$ cat src/hw/rtl/p1305_pkg.sv
// ----------------------------------------------------------------------------
// p1305_pkg
// Shared types and constants for the Poly1305 MAC engine.
// ----------------------------------------------------------------------------
package p1305_pkg;

    localparam int LIMB_W   = 26;
    localparam int ACC_W    = 27;
    localparam int NUM_LIMB = 5;
    localparam int ROW_W    = 3;

    localparam logic [LIMB_W-1:0] LIMB_MASK = 26'h3ffffff;
    localparam logic [LIMB_W-1:0] CLAMP_R0  = 26'h3ffffff;
    localparam logic [LIMB_W-1:0] CLAMP_R1  = 26'h3ffff03;
    localparam logic [LIMB_W-1:0] CLAMP_R2  = 26'h3ffc0ff;
    localparam logic [LIMB_W-1:0] CLAMP_R3  = 26'h3f03fff;
    localparam logic [LIMB_W-1:0] CLAMP_R4  = 26'h00fffff;
    localparam logic [LIMB_W-1:0] HI_BIT    = 26'h1000000;

    localparam logic [1:0] REG_R_LOW  = 2'd0;
    localparam logic [1:0] REG_R_HIGH = 2'd1;
    localparam logic [1:0] REG_S_LOW  = 2'd2;
    localparam logic [1:0] REG_S_HIGH = 2'd3;

    typedef struct packed {
        logic             accept;
        logic             load;
        logic             row;
        logic [ROW_W-1:0] row_idx;
        logic             fix;
        logic             fin1;
        logic             fin2;
        logic             fin3;
    } t_cmd;

    typedef struct packed {
        logic out_full;
    } t_status;

endpackage

$ cat src/hw/rtl/p1305_ctrl.sv
// ----------------------------------------------------------------------------
// p1305_ctrl
// Sequencer: load, five multiply rows, carry fix, and the three finish steps.
// ----------------------------------------------------------------------------
module p1305_ctrl (
    input  logic               i_clk,
    input  logic               i_rst_n,
    input  logic               i_in_valid,
    input  logic               i_in_last,
    input  logic [4:0]         i_in_count,
    input  logic               i_out_ready,
    input  p1305_pkg::t_status i_status,
    output logic               o_in_ready,
    output p1305_pkg::t_cmd    o_cmd
);
    import p1305_pkg::*;

    typedef enum logic [6:0] {
        ST_IDLE = 7'b0000001,
        ST_LOAD = 7'b0000010,
        ST_ROW  = 7'b0000100,
        ST_FIX  = 7'b0001000,
        ST_FIN1 = 7'b0010000,
        ST_FIN2 = 7'b0100000,
        ST_FIN3 = 7'b1000000
    } t_state;

    t_state           r_state, n_state;
    logic [ROW_W-1:0] r_row, n_row;
    logic             r_last, n_last;
    logic             w_accept;
    logic             w_out_free;

    assign o_in_ready = (r_state == ST_IDLE);
    assign w_accept   = o_in_ready && i_in_valid;
    assign w_out_free = !i_status.out_full || i_out_ready;

    always_comb begin
        n_state = r_state;
        n_row   = r_row;
        n_last  = r_last;
        o_cmd   = '0;
        o_cmd.row_idx = r_row;
        unique case (r_state)
            ST_IDLE: begin
                if (w_accept) begin
                    o_cmd.accept = 1'b1;
                    n_last = i_in_last;
                    if (i_in_last && (i_in_count == 5'd0)) begin
                        n_state = ST_FIN1;
                    end else begin
                        n_state = ST_LOAD;
                    end
                end
            end
            ST_LOAD: begin
                o_cmd.load = 1'b1;
                n_row = '0;
                n_state = ST_ROW;
            end
            ST_ROW: begin
                o_cmd.row = 1'b1;
                n_row = r_row + 1'b1;
                if (r_row == ROW_W'(NUM_LIMB - 1)) begin
                    n_state = ST_FIX;
                end
            end
            ST_FIX: begin
                o_cmd.fix = 1'b1;
                n_state = r_last ? ST_FIN1 : ST_IDLE;
            end
            ST_FIN1: begin
                o_cmd.fin1 = 1'b1;
                n_state = ST_FIN2;
            end
            ST_FIN2: begin
                o_cmd.fin2 = 1'b1;
                n_state = ST_FIN3;
            end
            ST_FIN3: begin
                if (w_out_free) begin
                    o_cmd.fin3 = 1'b1;
                    n_state = ST_IDLE;
                end
            end
            default: n_state = ST_IDLE;
        endcase
    end

    always_ff @(posedge i_clk) begin
        if (!i_rst_n) begin
            r_state <= ST_IDLE;
            r_row   <= '0;
            r_last  <= 1'b0;
        end else begin
            r_state <= n_state;
            r_row   <= n_row;
            r_last  <= n_last;
        end
    end

endmodule

$ cat config.mk
export PLATFORM = sky130hd
export DESIGN_NAME = p1305_ctrl
export DESIGN_NICKNAME = d
export VERILOG_FILES = /design/src/hw/rtl/p1305_pkg.sv /design/src/hw/rtl/p1305_ctrl.sv
export SDC_FILE = /design/constraint.sdc
export NUM_CORES = 1
export LEC_CHECK = 0
export BUFFER_PORTS_ARGS = -buffer_cell sky130_fd_sc_hd__buf_4
export CAP_MARGIN = 15
export CORE_AREA = 10 10 47 49
export DETAILED_ROUTE_END_ITERATION = 16
export DIE_AREA = 0 0 57 59
export PLACE_DENSITY = 0.76
export SYNTH_ARGS = -nofsm -noshare
export SYNTH_HDL_FRONTEND = slang
export SYNTH_SLANG_ARGS = --single-unit
$ cat constraint.sdc
create_clock -name i_clk -period 4.4 [get_ports i_clk]
set_input_delay 0.88 -clock i_clk [delete_from_list [all_inputs] [get_ports i_clk]]
set_output_delay 0.88 -clock i_clk [all_outputs]
set_load 0.02 [all_outputs]
### Word-level counts from Yosys, hierarchy flattened

Cells that the tools add are included.

* add/subtract/negate cells: 1
* equal/unequal tests: 11
* multiplexer cells: 16
* reductions and logical operators: 8

Operators by type and width (count)
* $pmux 7 s7: 1
* $mux 7: 3
* $mux 5: 2
* $mux 1: 9
* $eq 7x1->1 const B: 1
* $eq 7x2->1 const B: 1
* $eq 7x3->1 const B: 1
* $eq 7x4->1 const B: 1
* $eq 7x5->1 const B: 1
* $eq 7x6->1 const B: 1
* $eq 7x7->1 const B: 1
* $pmux 3 s2: 1
* $logic_not 5->1: 1
* $ne 2x2->1 const B: 2
* $add 3x1->3 const B: 1
* $eq 3x3->1 const B: 1
* $reduce_and 3->1: 1
* $logic_and 1x1->1: 2
* $ne 2x1->1 const B: 1
* $reduce_and 2->1: 1
* $reduce_bool 2->1: 1
* $logic_not 1->1: 1
* $logic_or 1x1->1: 1

* register bits after elaboration: 11
* input bits: 11
* output and inout port bits: 11
* logic and storage cells: 39

### Depth between registers and ports, before layout

Gate-level depths: netlist (run 1).

* depth in word-level cells: 5
* gate-level depth with buffers: 6
* mapped depth without buffers: 6

### Worst setup path after synthesis (run 1)

OpenSTA, ideal clock, no wires.

* path type: input -> output
* start point: input i_in_valid
* end point: output o_cmd[9] in the netlist's numbering
* arrival: 1.390 ns
* required time: 3.520 ns
* setup slack: 2.130 ns
* stages on the path: 3
* buffers on the path: 0
* cell sequence: inv_1 > or3_4 > inv_2

RTL lines
* start, declared: line p1305_ctrl.sv:8 `input logic i_in_valid,`
* end, declared: line p1305_ctrl.sv:14 `output p1305_pkg::t_cmd o_cmd`

==> qor.yml, run 1 <==
yosys:
  synth.distinct_cells: 27
  async_reset_ff_share_pct: 0
  yosys.area_share.adder_pct: 4.02
  synth-xor-area-share_pct: 4.23
  syn_avg_cell_area_um2: 8.29
  ys_warn_count: 0
  synth_ff_type: "dfxtp_1"
  synthCells: 75
  synth-compound-area-share_pct: 8.05
  synth_top_family_by_area: "simple AND/OR/NAND/NOR gates"
  netlist_area_um2: 622
  synth_simple_gate_area_share_pct: 39.6
  synth_edf_count: 0
  synthMuxAreaShare_pct: 3.22
  synth_nets: 88
  synth.yosys.seq_area_share_pct: 35.4
  synth-seq-cells: 11
clocking:
  cts_buffer_depth: 2
  hold_buffers: 0
  clkSlewWorstSetupHoldPaths_ps: 70
  h-tree-depth: 1
  clkSinkCount: 11
  clk_latency_ps: 270
  post_cts_buffers: 0
  cts_tree: "built"
  cts_resized: 0
  cts_made_buffers: 3
  cts_root_buf: "clkbuf_4"
global_routing:
  grt_usage_pct: 9.58
  grt_pass1_vias: 642
  antenna_found_initial: 0
  grt_util_met1_pct: 10.3
  grt_max_degree: 9
  grtUsageMet3_pct: 2.79
  use_met2_pct: 16.1
  top_usage_layer: "met2"
  overflow: 0
  grt_pass1_wl_um: 2660
detailed_routing:
  detail_route.vias_per_cell: 5.20
  ant_nets: 0
  firstDrtPassIters: 3
  wl_per_cell_um: 13.0
  drc_errors: 0
  vias: 603
  drtIter0Drc: 10
  wirelength_um: 1510
timing:
  fin_skew_ps: 2.34
  period_needed_ps: 2630
  period_share_pct: 59.7
  final-setup-viol-count: 0
  finalHoldViolations: 0
  tns_ps: 0
  fmax_ghz: 0.380
  worstMarginPinSlew_ps: 756
  grt_setup_unrepaired: "false"
  drv_slew: 0
  slew_headroom_pct: 49.1
finish:
  fillCellCount: 138
  diodes: 0
  drive_above_1_share_pct: 30.0
  area_delta_synth_final_pct: 32.8
  multi_input_area_um2: 368
  register_area_um2: 220
  layout.nets: 114
floorplanning:
  dieWidth_um: 57
  ioPinCount: 22
  initial_core_util_pct: 44.4
  die-height_um: 59
  coreArea_um2: 1400
  dieArea_um2: 3360
  num_rows: 14
worst_hold_path:
  holdCritStartpoint: "r_last"
  hp-class: "reg -> reg"
setup_path:
  startpoint: "r_state[1]"
  r2r_start: "r_state[0]"
  cp-end-kind: "primary output"
  required_ps: 3520
  critPathLaunchType: "flip-flop"
  crit_arrival_ps: 1750
  cp_max_fo: 5
  worstSetupPathType: "reg -> out"
flow_run:
  drv_cap: 0
power:
  seqPwrFrac_pct: 48.7
  net-switching-power_uw: 57.7
  leakage_uw: 0.000398
  p_clk_share_pct: 31.5
  powerDensity_nw_per_um2: 264
  peakVddDrop_mv: 0.165
  p_int_uw: 161
  pwr-share-comb_pct: 19.7
  finalPower_uw: 218
  switching_share_pct: 26.4
place:
  io_buffer_count: 21
  routabilityCongestion: 0.785
  dp_hpwl_um: 1240
run_status:
  status: "completed"
-- synthesized netlist by cell type (2+ instances only) --
master,instances,area [µm²]
a21boi_0,3,22.5
and3_1,2,12.5
dfxtp_1,11,220
ha_1,2,25.0
inv_1,8,30.0
mux2i_1,2,20.0
nand2_1,6,22.5
nand3_1,5,25.0
nand3b_1,2,15.0
nand4_1,3,18.8
nand4b_1,2,17.5
nor2_1,8,30.0
nor2b_1,4,25.0
nor4_1,2,12.5
or3_4,2,22.5
xnor2_1,2,17.5
-- metal layers --
metal	wire length, µm	vias up
met3	60	4
met2	766	13
met5	0	-
li1	-	311
met4	31	0
met1	646	275
-- cells by family after synthesis --
logic type	Yosys count
AO/OA/AOI/OAI	7
adder cells (fa/ha/maj)	2
flip-flops	11
XOR/XNOR	3
AND/OR/NAND/NOR	41
buffers and inverters	9
multiplexers	2
-- final timing paths --
check | cells past startpoint | slack (ps) | to
min | 2 | 480 | r_state[4]
min reg2reg | 2 | 480 | r_state[4]
max reg2reg | 4 | 2740 | r_state[4]
max | 4 | 1770 | o_cmd[9]
-- metrics by stage --
step                      cells  area (µm²)  util [%]  hold slack [ps]  worst slack [ps]
final                       116         826      58.9              481              1770
after global routing        116         826      58.9              523              1640
after CTS                   116         826      58.9              484              1780
after detailed placement    112         800      57.1              470              1940
after global placement      112         800      57.1              473              1960
after floorplan              75         622         -              449              2130
-- power by group through the flow --
stage,Clock (µW),Combinational [µW],Sequential [µW]
6_report,68.8,43.0,106
2_1_floorplan,0,26.1,108
5_1_grt,75.2,47.2,107
3_5_place_dp,0,43.0,109
3_3_place_gp,0,42.5,108
4_1_cts,69.6,43.4,106
-- flip-flops by register name (all words and copies together), names as in the netlist --
| signal | flops |
|---|---|
| r_row | 3 |
| r_state | 7 |
| r_last | 1 |
-- layout by cell type, fill, tap and decap left out, types with 2 or more instances in the layout --
master	netlist	layout
nor2_1	8	8
xnor2_1	2	2
or3_4	2	2
buf_4	0	21
nand4b_1	2	2
and3_1	2	2
ha_1	2	2
nand3_1	5	5
dfxtp_1	11	11
nand3b_1	2	2
nor4_1	2	2
inv_1	8	8
a21boi_0	3	3
nand2_1	6	6
nand4_1	3	3
mux2i_1	2	2
clkbuf_4	0	3
nor2b_1	4	4
-- cell type report --
| cell class | count | share of cell area [%] |
|---|---|---|
| Tap cell | 16 | 2.42 |
| Timing Repair Buffer | 21 | 19.1 |
| Inverter | 9 | 4.09 |
| Sequential cell | 11 | 26.7 |
| Clock buffer | 4 | 3.18 |
| Multi-Input combinational cell | 55 | 44.5 |
-- worst max-delay path: stages, from the launching register on --
cell and delay (ps):
dfxtp_1 350, or4b_4 580, or3_4 360, inv_2 70, buf_4 130
No activity file was read; power rests on OpenSTA's default activity.
==> run 2: changes to the inputs <==
--- a/config.mk
+++ b/config.mk
@@ -7,10 +7,10 @@
 export LEC_CHECK = 0
 export BUFFER_PORTS_ARGS = -buffer_cell sky130_fd_sc_hd__buf_4
 export CAP_MARGIN = 15
-export CORE_AREA = 10 10 47 49
+export CORE_MARGIN = 10
+export CORE_UTILIZATION = 46
 export DETAILED_ROUTE_END_ITERATION = 16
-export DIE_AREA = 0 0 57 59
-export PLACE_DENSITY = 0.76
+export PLACE_DENSITY = 0.75
 export SYNTH_ARGS = -nofsm -noshare
 export SYNTH_HDL_FRONTEND = slang
 export SYNTH_SLANG_ARGS = --single-unit
==> constraint.sdc (replaced) <==
create_clock -name i_clk -period 2.53 [get_ports i_clk]
set_input_delay 0.506 -clock i_clk [delete_from_list [all_inputs] [get_ports i_clk]]
set_output_delay 0.506 -clock i_clk [all_outputs]
set_load 0.02 [all_outputs]
==> run 2 against run 1 <==
  * Hold slack better by 15 ps
  * Critical endpoint unchanged
  * Flip-flop and latch count stayed put
  * Clock-buffer cell count decreased by 1
  * Non-clock buffer count increased by 1
  * Clock power increased by 83%
  * Utilization up 5.9 points
==> qor.yml, run 2 (same netlist as run 1, synthesis figures left out) <==
timing:
  fmax_ghz: 0.440
  finalHoldViolations: 0  # unchanged
  slew_headroom_pct: 65.4  # +16 points
  fin_skew_ps: 10.7  # +8.38 ps
  whs_ps: 496  # +14.6 ps
  grt_setup_unrepaired: "false"
  final-setup-viol-count: 0  # unchanged
  period_needed_ps: 2270
  period_share_pct: 89.8
  worstMarginPinSlew_ps: 515  # -241 ps
  tns_ps: 0  # unchanged
  drv_slew: 0  # unchanged
power:
  peakVddDrop_mv: 0.280  # +70%
  powerDensity_nw_per_um2: 469  # +78%
  leakage_uw: 0.000406  # +2.0%
detailed_routing:
  vias: 622  # +3.2%
  wirelength_um: 1660  # +10%
  drc_errors: 0  # unchanged
  ant_nets: 0  # unchanged
  detail_route.vias_per_cell: 5.36  # +3.2%
  wl_per_cell_um: 14.3  # +10%
  drtIter0Drc: 14  # +4
  firstDrtPassIters: 4  # +1
finish:
  drive_above_1_share_pct: 31.7  # +1.7 points
  max_flop_register: "r_state"
  largest_register_ffs: 7  # unchanged
  area_delta_synth_final_pct: 34.0
  layout_common_cells: "22 x buf_4, 11 x dfxtp_1, 8 x inv_1, 8 x nor2_1, 6 x nand2_1"
  diodes: 0  # unchanged
  layout.nets: 115  # +0.88%
  final_common_cell: "buf_4"
  reg_top3: "r_state: 7 flops, r_row: 3 flops, r_last: 1 flops"
  finalNonFillerCells: 116  # unchanged
global_routing:
  overflow: 0  # unchanged
  antenna_found_initial: 0  # unchanged
  grt_pass1_wl_um: 2700  # +1.5%
  grt_pass1_vias: 610  # -5.0%
  grt_max_degree: 9  # unchanged
  grt_usage_pct: 10.1  # +0.54 points
place:
  io_buffer_count: 21  # unchanged
  routabilityCongestion: 0.844  # +7.5%
  dp_hpwl_um: 1240  # -0.37%
  dpl.cell_count: 112  # unchanged
clocking:
  cts_buffer_depth: 2  # unchanged
  cts_resized: 0  # unchanged
  hold_buffers: 0  # unchanged
  cts_made_buffers: 3  # unchanged
  cts_root_buf: "clkbuf_4"
  h-tree-depth: 1  # unchanged
  clk_latency_ps: 280  # about the same
  clkSinkCount: 11  # unchanged
  clkSlewWorstSetupHoldPaths_ps: 90  # +20 ps
  post_cts_buffers: 0  # unchanged
  cts_tree: "built"
flow_run:
  drv_cap: 0  # unchanged
floorplanning:
  dieArea_um2: 3220  # -4.2%
  num_rows: 13  # -1
  initial_core_util_pct: 48.4  # +4.0 points
  coreArea_um2: 1280  # -8.3%
  die-height_um: 56.8  # -3.8%
  ioPinCount: 22  # unchanged
  dieWidth_um: 56.8  # -0.41%
setup_path:
  cp-end-kind: "primary output"
  worstSetupPathType: "reg -> out"
  cp_max_fo: 5  # unchanged
  required_ps: 2020  # -1500 ps
  critPathLaunchType: "flip-flop"
  crit_arrival_ps: 1770  # +20 ps
worst_hold_path:
  hp-class: "reg -> reg"
run_status:
  status: "completed"
run 2: changes by cell type in the layout (fill, tap and decap cells not counted):
cell | before | now
buf_4 | 21 | 22
clkbuf_1 | 1 | 0
clkinv_2 | 0 | 1
run 2: area by class of cell:
class                   instances  area [µm²]
fillers                       109         452
multi-input cells              55         368
flip-flops and latches         11         220
repair buffers                 22         165
inverters                       9        33.8
clock buffers                   3        22.5
well taps                      15        18.8
clock inverters                 1        5.00
run 2: worst max-delay path, stage by stage, from the launching register on:
cell and delay, ps:
dfxtp_1 370, or4b_4 570, or3_4 360, inv_2 60, buf_4 130
run 2: stage by stage:
step	total power [µW]	worst slack [ps]	utilization, %	cell area [µm²]
6_report	391	257	64.8	833
4_1_cts	392	268	64.8	833
3_3_place_gp	266	603	62.7	806
3_5_place_dp	266	592	62.7	806
2_1_floorplan	233	699	-	622
5_1_grt	407	210	64.8	833
run 2: routing by layer:
metal  part of all wire [%]  GRT usage [%]  vias up
li1                       -              -      316
met1                     42           10.4      287
met2                     50           17.9       17
met3                    7.0           4.49        2
met4                   0.60           3.02        0
met5                      0              0        -
run 2: worst paths after layout:
kind | from | endpoint | slack (ps) | cells past startpoint
worst min-delay path | r_last | r_state[4] | 500 | 2
worst max register to register | r_state[5] | r_state[0] | 870 | 4
worst min register to register | r_last | r_state[4] | 500 | 2
worst max-delay path | r_state[1] | o_cmd[9] | 260 | 4
run 2: report_power, final:
part	switching (µW)	leakage (µW)	total, µW	internal [µW]
combinational	37.1	0.000299	79.2	42.1
clock	67.8	0.0000177	126	58.5
sequential	6.79	0.0000892	185	179
==> run 3: changes to the inputs <==
--- a/config.mk
+++ b/config.mk
@@ -5,11 +5,13 @@
 export SDC_FILE = /design/constraint.sdc
 export NUM_CORES = 1
 export LEC_CHECK = 0
+export ABC_AREA = 1
 export BUFFER_PORTS_ARGS = -buffer_cell sky130_fd_sc_hd__buf_4
 export CAP_MARGIN = 15
 export CORE_MARGIN = 10
-export CORE_UTILIZATION = 46
+export CORE_UTILIZATION = 47
 export DETAILED_ROUTE_END_ITERATION = 16
+export GPL_TIMING_DRIVEN = 1
 export PLACE_DENSITY = 0.75
 export SYNTH_ARGS = -nofsm -noshare
 export SYNTH_HDL_FRONTEND = slang
==> run 3 against run 2 <==
  * Register-to-register slack better by 360 ps
  * Clock-buffer cell count up 1
  * Flip-flop and latch count unchanged
  * Final area up 4.1%
  * Clock power down 4%
  * Synthesized area up 6.8%
  * Wire length down 6.0%
  * Fmax up 21%
  * Die area up 2.9%
  * Final cell count up 22%
  * Clock skew down 6.7 ps
==> qor.yml, run 3 <==
worst_hold_path:
  hp-class: "reg -> reg"
power:
  seqPwrFrac_pct: 32.0  # -15 points
  peakVddDrop_mv: 0.386  # +38%
  net-switching-power_uw: 309  # +180%
  p_int_uw: 391  # +40%
  switching_share_pct: 44.1  # +16 points
  leakage_uw: 0.000441  # +8.7%
  p_clk_share_pct: 17.3  # -15 points
  powerDensity_nw_per_um2: 807  # +72%
  pwr-share-comb_pct: 50.7  # +30 points
timing:
  final-setup-viol-count: 0  # unchanged
  period_share_pct: 74.1  # -16 points
  drv_slew: 0  # unchanged
  finalHoldViolations: 0  # unchanged
  fin_skew_ps: 4.06  # -6.67 ps
  tns_ps: 0  # unchanged
  fmax_ghz: 0.533  # +21%
  period_needed_ps: 1870  # -398 ps
  worstMarginPinSlew_ps: 238  # -277 ps
  grt_setup_unrepaired: "false"
  whs_ps: 473  # -23.1 ps
  slew_headroom_pct: 84.0  # +19 points
clocking:
  clkSlewWorstSetupHoldPaths_ps: 70  # -20 ps
  cts_root_buf: "clkbuf_4"
  post_cts_buffers: 0  # unchanged
  cts_resized: 0  # unchanged
  clkSinkCount: 11  # unchanged
  cts_made_buffers: 3  # unchanged
  hold_buffers: 0  # unchanged
  cts_buffer_depth: 2  # unchanged
  clk_latency_ps: 270  # about the same
  h-tree-depth: 1  # unchanged
  cts_tree: "built"
setup_path:
  critPathLaunchType: "flip-flop"
  crit_family: "simple AND/OR/NAND/NOR gates"
  slowest_delay_ps: 340  # -230 ps
  cp_max_fo: 5  # unchanged
  cp_cell_sequence: "nor2_2 -> nand2_4 -> nor2_4 -> nand2_1 -> inv_1 -> buf_4"
  path_buf_inv: 2  # unchanged
  worstSetupPathType: "reg -> out"
  cp-end-kind: "primary output"
  slowest_stage: "dfxtp_1"
  crit_arrival_ps: 1370  # -400 ps
  required_ps: 2020  # about the same
yosys:
  synth.distinct_cells: 21  # -22%
  synth-seq-cells: 11  # unchanged
  yosys-top-cells-count: "25 x nand2_1, 20 x nor2_1, 16 x inv_1, 11 x dfxtp_1, 5 x nor2_2"
  synth_nets: 114  # +30%
  ys_warn_count: 0  # unchanged
  synth_area_leaders: "dfxtp_1 33%, nand2_1 14%, nor2_1 11%"
  synthCells: 101  # +35%
  synth.most_common_cell: "nand2_1"
  synth_ff_type: "dfxtp_1"
  synth.yosys.seq_area_share_pct: 33.1  # -2.3 points
  netlist_area_um2: 664  # +6.8%
  async_reset_ff_share_pct: 0  # unchanged
  synth_edf_count: 0  # unchanged
  yosys.area.top_type: "dfxtp_1"
  synth_top_area_share_pct: 33.1  # -2.3 points
  syn_avg_cell_area_um2: 6.58  # -21%
detailed_routing:
  firstDrtPassIters: 4  # unchanged
  wl_per_cell_um: 11.1  # -23%
  wirelength_um: 1560  # -6.0%
  drc_errors: 0  # unchanged
  detail_route.vias_per_cell: 4.84  # -9.7%
  drtIter0Drc: 20  # +6
  ant_nets: 0  # unchanged
  vias: 683  # +9.8%
global_routing:
  grt_usage_pct: 10.0  # -0.12 points
  grt_pass1_wl_um: 2720  # +0.52%
  grt_max_degree: 8  # -1
  antenna_found_initial: 0  # unchanged
  overflow: 0  # unchanged
  grt_pass1_vias: 638  # +4.6%
floorplanning:
  die-height_um: 57.6  # +1.5%
  coreArea_um2: 1320  # +2.5%
  num_rows: 13  # unchanged
  initial_core_util_pct: 50.4  # +2.0 points
  ioPinCount: 22  # unchanged
  dieWidth_um: 57.6  # +1.5%
  dieArea_um2: 3320  # +2.9%
finish:
  final_common_cell: "nand2_1"
  reg_top3: "r_state: 7 flops, r_row: 3 flops, r_last: 1 flops"
  drive_above_1_share_pct: 27.8  # -3.9 points
  area_delta_synth_final_pct: 30.5
  layout_common_cells: "25 x nand2_1, 21 x buf_4, 20 x nor2_1, 16 x inv_1, 11 x dfxtp_1"
  diodes: 0  # unchanged
  max_flop_register: "r_state"
  layout.nets: 140  # +22%
  fillCellCount: 119  # +9.2%
  largest_register_ffs: 7  # unchanged
run_status:
  status: "completed"
place:
  routabilityCongestion: 0.818  # -3.1%
  dp_hpwl_um: 1310  # +5.7%
  io_buffer_count: 21  # unchanged
flow_run:
  drv_cap: 0  # unchanged
## run 3: changes by cell type after synthesis, moves of 3 or more
cell and change:
nor3_1 +3, a21boi_0 -3, nor2_1 +12, nor2b_1 -4, nor2_2 +5, nand2_1 +19
inv_1 +8
## run 3: cell type report
type	instances	area, µm²	share of cell area [%]
repair buffers	21	158	18.2
inverters	17	63.8	7.36
multi-input cells	73	380	43.9
well taps	15	18.8	2.16
clock buffers	4	26.3	3.03
flip-flops and latches	11	220	25.4
## run 3: metrics by stage
step / worst slack [ps] / util, % / instance area (µm²) / total power [µW] / std cells
final: 656 / 65.8 / 867 / 700 / 141
after global placement: 978 / 63.8 / 841 / 573 / 137
after floorplan: 943 / - / 664 / 481 / 101
after global routing: 522 / 65.8 / 867 / 765 / 141
after CTS: 641 / 65.8 / 867 / 709 / 141
after detailed placement: 952 / 63.8 / 841 / 586 / 137
## run 3: tightest hold or removal path, stage by stage (launching register included)
cell,delay (ps)
dfxtp_1,310
inv_1,60
a21oi_1,60
## run 3: per-layer routing
metal / global-route usage, % / vias up / routed length, µm
li1: - / 357 / -
met1: 12.5 / 305 / 743
met3: 5.75 / 2 / 104
met5: 0 / - / 0
met2: 13.8 / 19 / 704
met4: 3.36 / 0 / 10
## run 3: worst paths after layout
| path | cells past startpoint | slack [ps] | to | startpoint |
|---|---|---|---|---|
| setup / recovery | 6 | 660 | o_cmd[9] | r_state[5] |
| hold / removal | 2 | 470 | r_last | r_last |
| setup reg to reg | 8 | 1230 | r_state[0] | r_state[2] |
| hold reg to reg | 2 | 470 | r_last | r_last |
## run 3: logic make-up (layout without fill, tap and decap cells)
| family | count (synthesis) | count (layout) | share of synthesized area (%) |
|---|---|---|---|
| AO/OA/AOI/OAI | 5 | 5 | 3.76 |
| adder cells (fa/ha/maj) | 2 | 2 | 3.77 |
| flip-flops | 11 | 11 | 33.1 |
| AND/OR/NAND/NOR | 65 | 65 | 48.4 |
| XOR/XNOR | 1 | 1 | 1.32 |
| buffers and inverters | 17 | 42 | 9.60 |
## run 3: power by group through the flow
stage,Combinational [µW],Clock (µW),Sequential [µW]
finish,354,121,224
global route,399,138,227
CTS,359,126,224
detailed placement,358,0,228
global placement,347,0,227
floorplan,255,0,226
